==> src/assert_macros.svh <==
// Assertion macros shared by the RTL files of the lexer.
`ifndef ASSERT_MACROS_SVH
`define ASSERT_MACROS_SVH

// The condition must hold at every clock edge outside reset.
`define CHK_ALWAYS(label, cond, msg) \
  label: assert property (@(posedge clk) disable iff (!rst_n) (cond)) \
    else $error(msg);

// When the trigger holds, the condition must hold in the following cycle.
`define CHK_NEXT(label, trig, cond, msg) \
  label: assert property (@(posedge clk) disable iff (!rst_n) (trig) |=> (cond)) \
    else $error(msg);

`endif

==> src/cltl_pkg.sv <==
// Types, constants and character classes of the command line token lexer.
package cltl_pkg;

  localparam int MaxTokenLen = 255;
  localparam int TokLenW     = $clog2(MaxTokenLen + 1);
  localparam int OutLenMax   = 255;

  typedef enum logic [3:0] {
    K_END    = 4'd0,
    K_DDASH  = 4'd1,
    K_SDASH  = 4'd2,
    K_HEX    = 4'd3,
    K_INT    = 4'd4,
    K_FLOAT  = 4'd5,
    K_BOOL   = 4'd6,
    K_WORD   = 4'd7,
    K_COLON  = 4'd8,
    K_EQUALS = 4'd9,
    K_COMMA  = 4'd10,
    K_ERROR  = 4'd11
  } kind_t;

  typedef enum logic [10:0] {
    S_START = 11'b000_0000_0001,
    S_DASH  = 11'b000_0000_0010,
    S_ZERO  = 11'b000_0000_0100,
    S_INT   = 11'b000_0000_1000,
    S_HEX   = 11'b000_0001_0000,
    S_FRAC  = 11'b000_0010_0000,
    S_EXP0  = 11'b000_0100_0000,
    S_EXPS  = 11'b000_1000_0000,
    S_EXPD  = 11'b001_0000_0000,
    S_BAD   = 11'b010_0000_0000,
    S_WORD  = 11'b100_0000_0000
  } state_t;

  typedef struct packed {
    kind_t      kind;
    logic [7:0] len;
  } res_t;

  typedef struct packed {
    logic two;
    res_t r0;
    res_t r1;
  } pair_t;

  // Keywords: true, false, on, off.
  localparam logic [7:0] KwText [4][5] = '{
    '{"t", "r", "u", "e", 8'h00},
    '{"f", "a", "l", "s", "e"},
    '{"o", "n", 8'h00, 8'h00, 8'h00},
    '{"o", "f", "f", 8'h00, 8'h00}
  };
  localparam int KwLen [4] = '{4, 5, 2, 3};

  function automatic logic is_digit(input logic [7:0] c);
    return (c >= "0") && (c <= "9");
  endfunction

  function automatic logic is_xdigit(input logic [7:0] c);
    return is_digit(c) || ((c >= "a") && (c <= "f")) || ((c >= "A") && (c <= "F"));
  endfunction

  function automatic logic is_delim(input logic [7:0] c);
    return (c == 8'h00) || (c == "-") || (c == ":") || (c == "=") || (c == ",");
  endfunction

  function automatic logic is_exp(input logic [7:0] c);
    return (c == "e") || (c == "E");
  endfunction

  // Length as reported on the output, held at 255.
  function automatic logic [7:0] out_len(input logic [TokLenW-1:0] len);
    logic [31:0] wide;
    wide = 32'(len);
    return (wide > 32'(OutLenMax)) ? 8'hFF : wide[7:0];
  endfunction

endpackage

==> src/command_line_token_lexer.sv <==
// Command line token lexer: one character per word in, token kinds and lengths out.
//
//  channel | direction | tdata                  | tuser / tlast
//  --------+-----------+------------------------+-----------------------------
//  in_     | slave     | [7:0] ch               | tuser: cmd (1 = end of input)
//  out_    | master    | [3:0] kind, [11:4] len | tlast: last result of a word
//
// Every input word is lexed in the cycle it is accepted; its results (zero, one or
// two) go to a two-entry queue of result pairs, so an input word is taken every cycle
// while entry B is free. The output drains one result per cycle while out_tready is high,
// so words that cause two results can fill the queue and hold back the input.
// Reset (rst_n low, synchronous) returns the lexer to its idle state and empties the queue.
// in_tready falls only while the second queue entry is occupied by a stalled result pair.
`include "assert_macros.svh"

module command_line_token_lexer (
  input  logic        clk,
  input  logic        rst_n,
  input  logic        in_tvalid,
  output logic        in_tready,
  input  logic [7:0]  in_tdata,   // [7:0] ch
  input  logic        in_tuser,   // [0] cmd
  output logic        out_tvalid,
  input  logic        out_tready,
  output logic [15:0] out_tdata,  // [3:0] kind, [11:4] length, [15:12] zero
  output logic        out_tlast
);

  localparam int LW = cltl_pkg::TokLenW;

  // Lexer state.
  cltl_pkg::state_t st_r, st_nxt;
  logic [LW-1:0]    len_r, len_nxt;
  logic [3:0]       wm_r, wm_nxt;

  // Result queue: entry A is on the output, entry B waits behind it.
  logic             a_valid_r, a_valid_nxt;
  cltl_pkg::pair_t  a_pair_r, a_pair_nxt;
  logic             a_idx_r, a_idx_nxt;
  logic             b_valid_r, b_valid_nxt;
  cltl_pkg::pair_t  b_pair_r, b_pair_nxt;

  logic             in_fire;
  logic [7:0]       c;
  logic [1:0]       n_res;
  cltl_pkg::pair_t  new_pair;

  // Combinational helpers.
  cltl_pkg::kind_t  close_k;
  logic             start_emit;
  cltl_pkg::kind_t  start_k;
  cltl_pkg::state_t start_st;
  logic [LW-1:0]    start_len;
  logic [3:0]       start_wm;
  logic [LW-1:0]    grown;
  logic             do_close;
  cltl_pkg::res_t   cur;
  logic             a_done;
  logic             a_free;

  // Clears keywords that no longer match once c lands at position pos.
  function automatic logic [3:0] match_next(input logic [3:0] wm, input logic [LW-1:0] pos,
                                            input logic [7:0] ch);
    logic [3:0]  m;
    logic [31:0] p;
    m = wm;
    p = 32'(pos);
    for (int i = 0; i < 4; i++) begin
      if (p >= 32'(cltl_pkg::KwLen[i])) begin
        m[i] = 1'b0;
      end else if (cltl_pkg::KwText[i][p[2:0]] != ch) begin
        m[i] = 1'b0;
      end
    end
    return m;
  endfunction

  assign in_fire = in_tvalid && in_tready;
  assign c       = in_tdata;
  assign grown   = (len_r < LW'(cltl_pkg::MaxTokenLen)) ? len_r + LW'(1) : len_r;

  // Kind of the open token when something closes it.
  always_comb begin
    close_k = cltl_pkg::K_ERROR;
    case (st_r)
      cltl_pkg::S_DASH: close_k = cltl_pkg::K_SDASH;
      cltl_pkg::S_ZERO,
      cltl_pkg::S_INT:  close_k = cltl_pkg::K_INT;
      cltl_pkg::S_HEX:  close_k = cltl_pkg::K_HEX;
      cltl_pkg::S_FRAC,
      cltl_pkg::S_EXPD: close_k = cltl_pkg::K_FLOAT;
      cltl_pkg::S_WORD: begin
        close_k = cltl_pkg::K_WORD;
        for (int i = 0; i < 4; i++) begin
          if (wm_r[i] && (32'(len_r) == 32'(cltl_pkg::KwLen[i]))) begin
            close_k = cltl_pkg::K_BOOL;
          end
        end
      end
      default: close_k = cltl_pkg::K_ERROR;
    endcase
  end

  // What the character does when it begins a new token.
  always_comb begin
    start_emit = (c == ":") || (c == "=") || (c == ",");
    start_k    = cltl_pkg::K_COMMA;
    if (c == ":") begin
      start_k = cltl_pkg::K_COLON;
    end else if (c == "=") begin
      start_k = cltl_pkg::K_EQUALS;
    end
    start_wm = 4'd0;
    if ((c == 8'h00) || start_emit) begin
      start_st = cltl_pkg::S_START;
    end else if (c == "-") begin
      start_st = cltl_pkg::S_DASH;
    end else if (c == "0") begin
      start_st = cltl_pkg::S_ZERO;
    end else if (cltl_pkg::is_digit(c)) begin
      start_st = cltl_pkg::S_INT;
    end else begin
      start_st = cltl_pkg::S_WORD;
      start_wm = match_next(4'hF, LW'(0), c);
    end
    start_len = (start_st == cltl_pkg::S_START) ? LW'(0) : LW'(1);
  end

  // One step of the lexer.
  always_comb begin
    st_nxt   = st_r;
    len_nxt  = len_r;
    wm_nxt   = wm_r;
    do_close = 1'b0;
    n_res    = 2'd0;
    new_pair = '{two: 1'b0,
                 r0: '{kind: close_k, len: cltl_pkg::out_len(len_r)},
                 r1: '{kind: start_k, len: 8'd1}};

    if (in_tuser) begin
      // End of input closes any open token, then reports the end.
      if (st_r != cltl_pkg::S_START) begin
        new_pair.r1 = '{kind: cltl_pkg::K_END, len: 8'd0};
        new_pair.two = 1'b1;
        n_res = 2'd2;
      end else begin
        new_pair.r0 = '{kind: cltl_pkg::K_END, len: 8'd0};
        n_res = 2'd1;
      end
      st_nxt  = cltl_pkg::S_START;
      len_nxt = LW'(0);
      wm_nxt  = 4'd0;
    end else begin
      case (st_r)
        cltl_pkg::S_START: begin
          st_nxt  = start_st;
          len_nxt = start_len;
          wm_nxt  = start_wm;
          if (start_emit) begin
            new_pair.r0 = '{kind: start_k, len: 8'd1};
            n_res = 2'd1;
          end
        end
        cltl_pkg::S_DASH: begin
          if (c == "-") begin
            new_pair.r0 = '{kind: cltl_pkg::K_DDASH, len: cltl_pkg::out_len(grown)};
            n_res   = 2'd1;
            st_nxt  = cltl_pkg::S_START;
            len_nxt = LW'(0);
          end else begin
            do_close = 1'b1;
          end
        end
        cltl_pkg::S_ZERO,
        cltl_pkg::S_INT,
        cltl_pkg::S_FRAC: begin
          if (cltl_pkg::is_delim(c)) begin
            do_close = 1'b1;
          end else begin
            len_nxt = grown;
            if (cltl_pkg::is_digit(c) && (st_r != cltl_pkg::S_ZERO)) begin
              st_nxt = st_r;
            end else if (cltl_pkg::is_exp(c)) begin
              st_nxt = cltl_pkg::S_EXP0;
            end else if ((c == ".") && (st_r != cltl_pkg::S_FRAC)) begin
              st_nxt = cltl_pkg::S_FRAC;
            end else if (((c == "x") || (c == "X")) && (st_r == cltl_pkg::S_ZERO)) begin
              st_nxt = cltl_pkg::S_HEX;
            end else begin
              st_nxt = cltl_pkg::S_BAD;
            end
          end
        end
        cltl_pkg::S_HEX: begin
          if (cltl_pkg::is_delim(c)) begin
            do_close = 1'b1;
          end else begin
            len_nxt = grown;
            if (!cltl_pkg::is_xdigit(c)) begin
              st_nxt = cltl_pkg::S_BAD;
            end
          end
        end
        cltl_pkg::S_EXP0,
        cltl_pkg::S_EXPS: begin
          if (cltl_pkg::is_digit(c)) begin
            len_nxt = grown;
            st_nxt  = cltl_pkg::S_EXPD;
          end else if ((c == "-") && (st_r == cltl_pkg::S_EXP0)) begin
            len_nxt = grown;
            st_nxt  = cltl_pkg::S_EXPS;
          end else begin
            do_close = 1'b1;
          end
        end
        cltl_pkg::S_EXPD: begin
          if (cltl_pkg::is_delim(c)) begin
            do_close = 1'b1;
          end else begin
            len_nxt = grown;
            if (!cltl_pkg::is_digit(c)) begin
              st_nxt = cltl_pkg::S_BAD;
            end
          end
        end
        cltl_pkg::S_BAD: begin
          if (cltl_pkg::is_delim(c)) begin
            do_close = 1'b1;
          end else begin
            len_nxt = grown;
          end
        end
        cltl_pkg::S_WORD: begin
          if ((c >= 8'h20) && (c <= 8'h7E) && !cltl_pkg::is_delim(c)) begin
            wm_nxt  = match_next(wm_r, len_r, c);
            len_nxt = grown;
          end else begin
            do_close = 1'b1;
          end
        end
        default: begin
          st_nxt  = cltl_pkg::S_START;
          len_nxt = LW'(0);
          wm_nxt  = 4'd0;
        end
      endcase

      // The open token is reported and the character begins the next one.
      if (do_close) begin
        st_nxt       = start_st;
        len_nxt      = start_len;
        wm_nxt       = start_wm;
        new_pair.two = start_emit;
        n_res        = start_emit ? 2'd2 : 2'd1;
      end
    end
  end

  // Output side of the queue.
  assign cur        = a_idx_r ? a_pair_r.r1 : a_pair_r.r0;
  assign out_tvalid = a_valid_r;
  assign out_tdata  = {4'd0, cur.len, cur.kind};
  assign out_tlast  = a_idx_r || !a_pair_r.two;
  assign a_done     = a_valid_r && out_tready && out_tlast;
  assign a_free     = !a_valid_r || a_done;
  assign in_tready  = !b_valid_r;

  always_comb begin
    a_valid_nxt = a_valid_r;
    a_pair_nxt  = a_pair_r;
    a_idx_nxt   = a_idx_r;
    b_valid_nxt = b_valid_r;
    b_pair_nxt  = b_pair_r;
    if (a_valid_r && out_tready && !out_tlast) begin
      a_idx_nxt = 1'b1;
    end
    if (a_free) begin
      a_idx_nxt = 1'b0;
      if (b_valid_r) begin
        a_valid_nxt = 1'b1;
        a_pair_nxt  = b_pair_r;
        b_valid_nxt = in_fire && (n_res != 2'd0);
        b_pair_nxt  = new_pair;
      end else begin
        a_valid_nxt = in_fire && (n_res != 2'd0);
        a_pair_nxt  = new_pair;
      end
    end else if (in_fire && (n_res != 2'd0)) begin
      b_valid_nxt = 1'b1;
      b_pair_nxt  = new_pair;
    end
  end

  always_ff @(posedge clk) begin
    if (!rst_n) begin
      st_r      <= cltl_pkg::S_START;
      len_r     <= LW'(0);
      wm_r      <= 4'd0;
      a_valid_r <= 1'b0;
      a_idx_r   <= 1'b0;
      b_valid_r <= 1'b0;
    end else begin
      if (in_fire) begin
        st_r  <= st_nxt;
        len_r <= len_nxt;
        wm_r  <= wm_nxt;
      end
      a_valid_r <= a_valid_nxt;
      a_idx_r   <= a_idx_nxt;
      b_valid_r <= b_valid_nxt;
    end
  end

  always_ff @(posedge clk) begin
    a_pair_r <= a_pair_nxt;
    b_pair_r <= b_pair_nxt;
  end

  // The waiting entry is never occupied while the output entry is empty.
  `CHK_ALWAYS(a_b_order, !b_valid_r || a_valid_r, "queue entry B valid while A is empty")
  // The first result of a pair is always followed by its second.
  `CHK_NEXT(pair_second, out_tvalid && out_tready && !out_tlast, out_tvalid && out_tlast,
            "second result of a pair missing")
  // An end-of-input word always leaves a result queued.
  `CHK_NEXT(end_queued, in_fire && in_tuser, a_valid_r, "end of input produced no result")
  // The token length never passes its ceiling.
  `CHK_ALWAYS(len_bound, 32'(len_r) <= 32'(cltl_pkg::MaxTokenLen),
              "token length above its ceiling")

endmodule
==> config.mk <==
export PLATFORM = sky130hd
export DESIGN_NAME = command_line_token_lexer
export DESIGN_NICKNAME = d
export VERILOG_FILES = /design/src/cltl_pkg.sv /design/src/command_line_token_lexer.sv
export VERILOG_INCLUDE_DIRS = /design/src /design/src/src
export SDC_FILE = /design/constraint.sdc
export NUM_CORES = 1
export LEC_CHECK = 0
export BUFFER_PORTS_ARGS = -buffer_cell sky130_fd_sc_hd__buf_2
export CORE_ASPECT_RATIO = 0.8
export CORE_MARGIN = 2
export CORE_UTILIZATION = 61
export DETAILED_ROUTE_END_ITERATION = 12
export GPL_TIMING_DRIVEN = 0
export PLACE_DENSITY = 0.81
export SLEW_MARGIN = 10
export SYNTH_ARGS = -nofsm -noshare
export SYNTH_HDL_FRONTEND = slang
export SYNTH_SLANG_ARGS = --single-unit
==> constraint.sdc <==
create_clock -name clk -period 3.4 [get_ports clk]
set_input_delay 0.17 -clock clk [delete_from_list [all_inputs] [get_ports clk]]
set_output_delay 0.17 -clock clk [all_outputs]
set_load 0.02 [all_outputs]
==> results.json <==
{
  "end_kind": "flop",
  "place_ws_ns": 0.260,
  "timing.hold.ws_ns": 0.193,
  "critPathLaunchType": "flop",
  "antenna_found_initial": 0,
  "synth_cell_types": 72,
  "port_buffers": 25,
  "cts.sinks": 58,
  "critPathArrivalTime_ns": 3.16,
  "cts_resized": 0,
  "ir_drop_mv": 0.285,
  "powerDensity_mw_per_mm2": 392,
  "final_cell_mix": "32 x nor2_1, 32 x edfxtp_1, 30 x buf_2, 30 x a21oi_1, 27 x nand2_1",
  "cts_setup_buffers": 0,
  "avgViaCountPerCell": 6.66,
  "start_util": 0.640,
  "cap_violations": 0,
  "total_power_mw": 1.80,
  "ys_warn_count": 0,
  "crit_fanout": 16,
  "avgSynthCellArea_um2": 8.71,
  "antennaDiodeCount": 0,
  "setup_ws_ns": 0.216,
  "num_vias": 4022,
  "hold_end": "len_r[1]$_SDFFE_PN0P_",
  "htree_levels": 3,
  "clk_pin_slew_ns": 0.07,
  "dp_hpwl_um": 8640,
  "finalSetupViolations": 0,
  "hold_buffers": 0,
  "hold_path_class": "input port to flop",
  "synthArstFlopShare": 0,
  "min_from": "rst_n",
  "synth_edf_count": 32,
  "maxSlewViolCount": 0,
  "num_io_pins": 32,
  "layout.nets": 536,
  "rows": 26,
  "worstSetupPathType": "flop to flop",
  "die_h_um": 77.7,
  "critical_path_required_ns": 3.38,
  "syn-cell-area_mm2": 0.00414,
  "dr.pass1.iters": 5,
  "floorplan.die_area_mm2": 0.00747,
  "fin_tns_setup_ns": 0,
  "clock_latency_ns": 0.35,
  "hold_viol": 0,
  "drc_errors": 0,
  "synth_seq_area_share": 0.357,
  "fp.dieW_um": 96.2,
  "core_area_mm2": 0.00647,
  "first_iter_violations": 468,
  "routed_wirelength_um": 11900,
  "area_growth_pct": 11.1,
  "drive_gt1_frac": 0.163,
  "ant_nets": 0,
  "tightestPinTransition_ns": 0.836,
  "power.leakage_nw": 1.69,
  "r2r_end": "b_pair_r[15]$_DFFE_PP_",
  "cts-root-buf": "clkbuf_8",
  "hold_depth": 3,
  "finalCritPeriodShare": 0.936,
  "fin_crit_ns": 3.18,
  "synthCells": 476,
  "rr_worst_depth": 9,
  "finalClockSkew_ns": 0.00936,
  "status": "finished clean",
  "ys_ff_latch": 58,
  "clockBufferDepth": 2,
  "finalWeightedCongestion": 0.998,
  "post_drt_wl_per_cell_um": 19.7,
  "timing.fmax_mhz": 314,
  "overflow": 0,
  "grt_pass1_wl_um": 19000,
  "synth_flop_cell": "edfxtp_1",
  "reg2reg_from": "st_r[1]$_SDFFE_PN0P_",
  "groute.usage.overall": 0.334,
  "grt_max_degree": 21,
  "rrSetupSlack_ns": 0.22,
  "tritoncts": "built",
  "grt_pass1_vias": 3579,
  "slew_headroom": 0.441,
  "rsz0062_at_grt": "false",
  "numCtsBuffers": 9
}
==> metrics by stage <==
step | utilization | instances | instance area (µm²)
floorplan | - | 479 | 4160
global placement | 0.677 | 588 | 4390
detailed placement | 0.677 | 588 | 4390
CTS | 0.711 | 604 | 4600
global route | 0.711 | 604 | 4600
finish | 0.711 | 604 | 4600
==> cell usage after synthesis, types with 3 or more instances <==
cell type | count | share of area
or3_1 | 3 | 0.0045
a211oi_1 | 3 | 0.0054
nor4_1 | 8 | 0.012
nand2_1 | 27 | 0.024
clkbuf_1 | 22 | 0.020
buf_4 | 5 | 0.0091
edfxtp_1 | 32 | 0.23
a311oi_1 | 3 | 0.0063
a22oi_1 | 5 | 0.0091
nand2b_1 | 11 | 0.017
nor4b_1 | 4 | 0.0085
a21oi_1 | 30 | 0.036
mux2i_1 | 5 | 0.012
nand3_1 | 25 | 0.030
and3_1 | 10 | 0.015
o21ai_1 | 5 | 0.0060
a31oi_1 | 12 | 0.018
a32o_1 | 6 | 0.014
and4_1 | 4 | 0.0085
nor2b_1 | 13 | 0.020
or2_2 | 4 | 0.0060
nand4_1 | 12 | 0.018
o22ai_1 | 5 | 0.0075
ha_1 | 8 | 0.024
nor3_1 | 24 | 0.029
xor2_1 | 8 | 0.017
o21ai_0 | 19 | 0.023
nor4bb_1 | 3 | 0.0072
dfxtp_1 | 26 | 0.13
inv_1 | 10 | 0.0091
xnor2_1 | 5 | 0.011
nand3b_1 | 6 | 0.011
buf_2 | 5 | 0.0060
and2_1 | 8 | 0.012
mux2_2 | 15 | 0.041
a22o_1 | 4 | 0.0085
nor2_1 | 32 | 0.029
buf_1 | 3 | 0.0027
o31ai_1 | 6 | 0.011
==> worst max-delay path, stage by stage, from the launching register on <==
cell      delay (ns)
dfxtp_1         0.31
clkbuf_1        0.25
nor4_1          0.54
nand2_1         0.21
a21oi_1         0.31
o22a_2          0.20
buf_6           0.14
o31ai_1         0.11
nor3_1          0.14
a21o_1          0.60
==> kinds of logic after synthesis <==
group           count (synthesis)  synth area share
compound gates                118             0.192
xor+xnor                       13            0.0275
fa+ha+maj                       8            0.0242
buf+inv                        48            0.0531
flops                          58             0.357
mux                            20            0.0528
other cells                     1          0.000905
simple gates                  210             0.292
==> routing by layer <==
| metal | vias to the layer above | part of all wire | track usage |
|---|---|---|---|
| li1 | 1877 | - | - |
| met3 | 17 | 0.10 | 0.0592 |
| met1 | 1905 | 0.44 | 0.503 |
| met2 | 223 | 0.45 | 0.497 |
| met5 | - | 0 | 0 |
| met4 | 0 | 0.011 | 0.0771 |
==> sequential cells by signal, indices dropped and copies added (netlist names) <==
name / count
len_r: 8
b_valid_r: 1
out_tvalid: 1
st_r: 11
wm_r: 4
a_pair_r: 16
a_idx_r: 1
b_pair_r: 16
==> cell type report <==
class                   instances  area [µm²]
repair buffers                 25         125
multi-input cells             373        2450
plain buffers                  37         179
flip-flops and latches         58        1480
inverters                      11        41.3
clock inverters                 5        77.6
well taps                      84         105
clock buffers                  11         141
fillers                       526        1870
==> report_power, final <==
part | total, mW | internal [mW] | switching [mW]
Sequential | 0.784 | 0.773 | 0.0108
Clock | 0.723 | 0.430 | 0.293
Combinational | 0.297 | 0.0992 | 0.198
==> worst max path at each step <==
stage,startpoint,to,slack (ns),cells past startpoint
final,st_r[1]$_SDFFE_PN0P_,b_pair_r[15]$_DFFE_PP_,0.22,9
after global routing,st_r[1]$_SDFFE_PN0P_,b_pair_r[15]$_DFFE_PP_,0.01,9
after CTS,st_r[5]$_SDFFE_PN0P_,b_pair_r[15]$_DFFE_PP_,0.24,9
after detailed placement,st_r[5]$_SDFFE_PN0P_,b_pair_r[15]$_DFFE_PP_,0.26,9
after global placement,st_r[5]$_SDFFE_PN0P_,b_pair_r[15]$_DFFE_PP_,0.32,9
after floorplan,st_r[0]$_SDFFE_PN1P_,b_pair_r[0]$_DFFE_PP_,0.75,9
(Power assumes the default switching activity.)
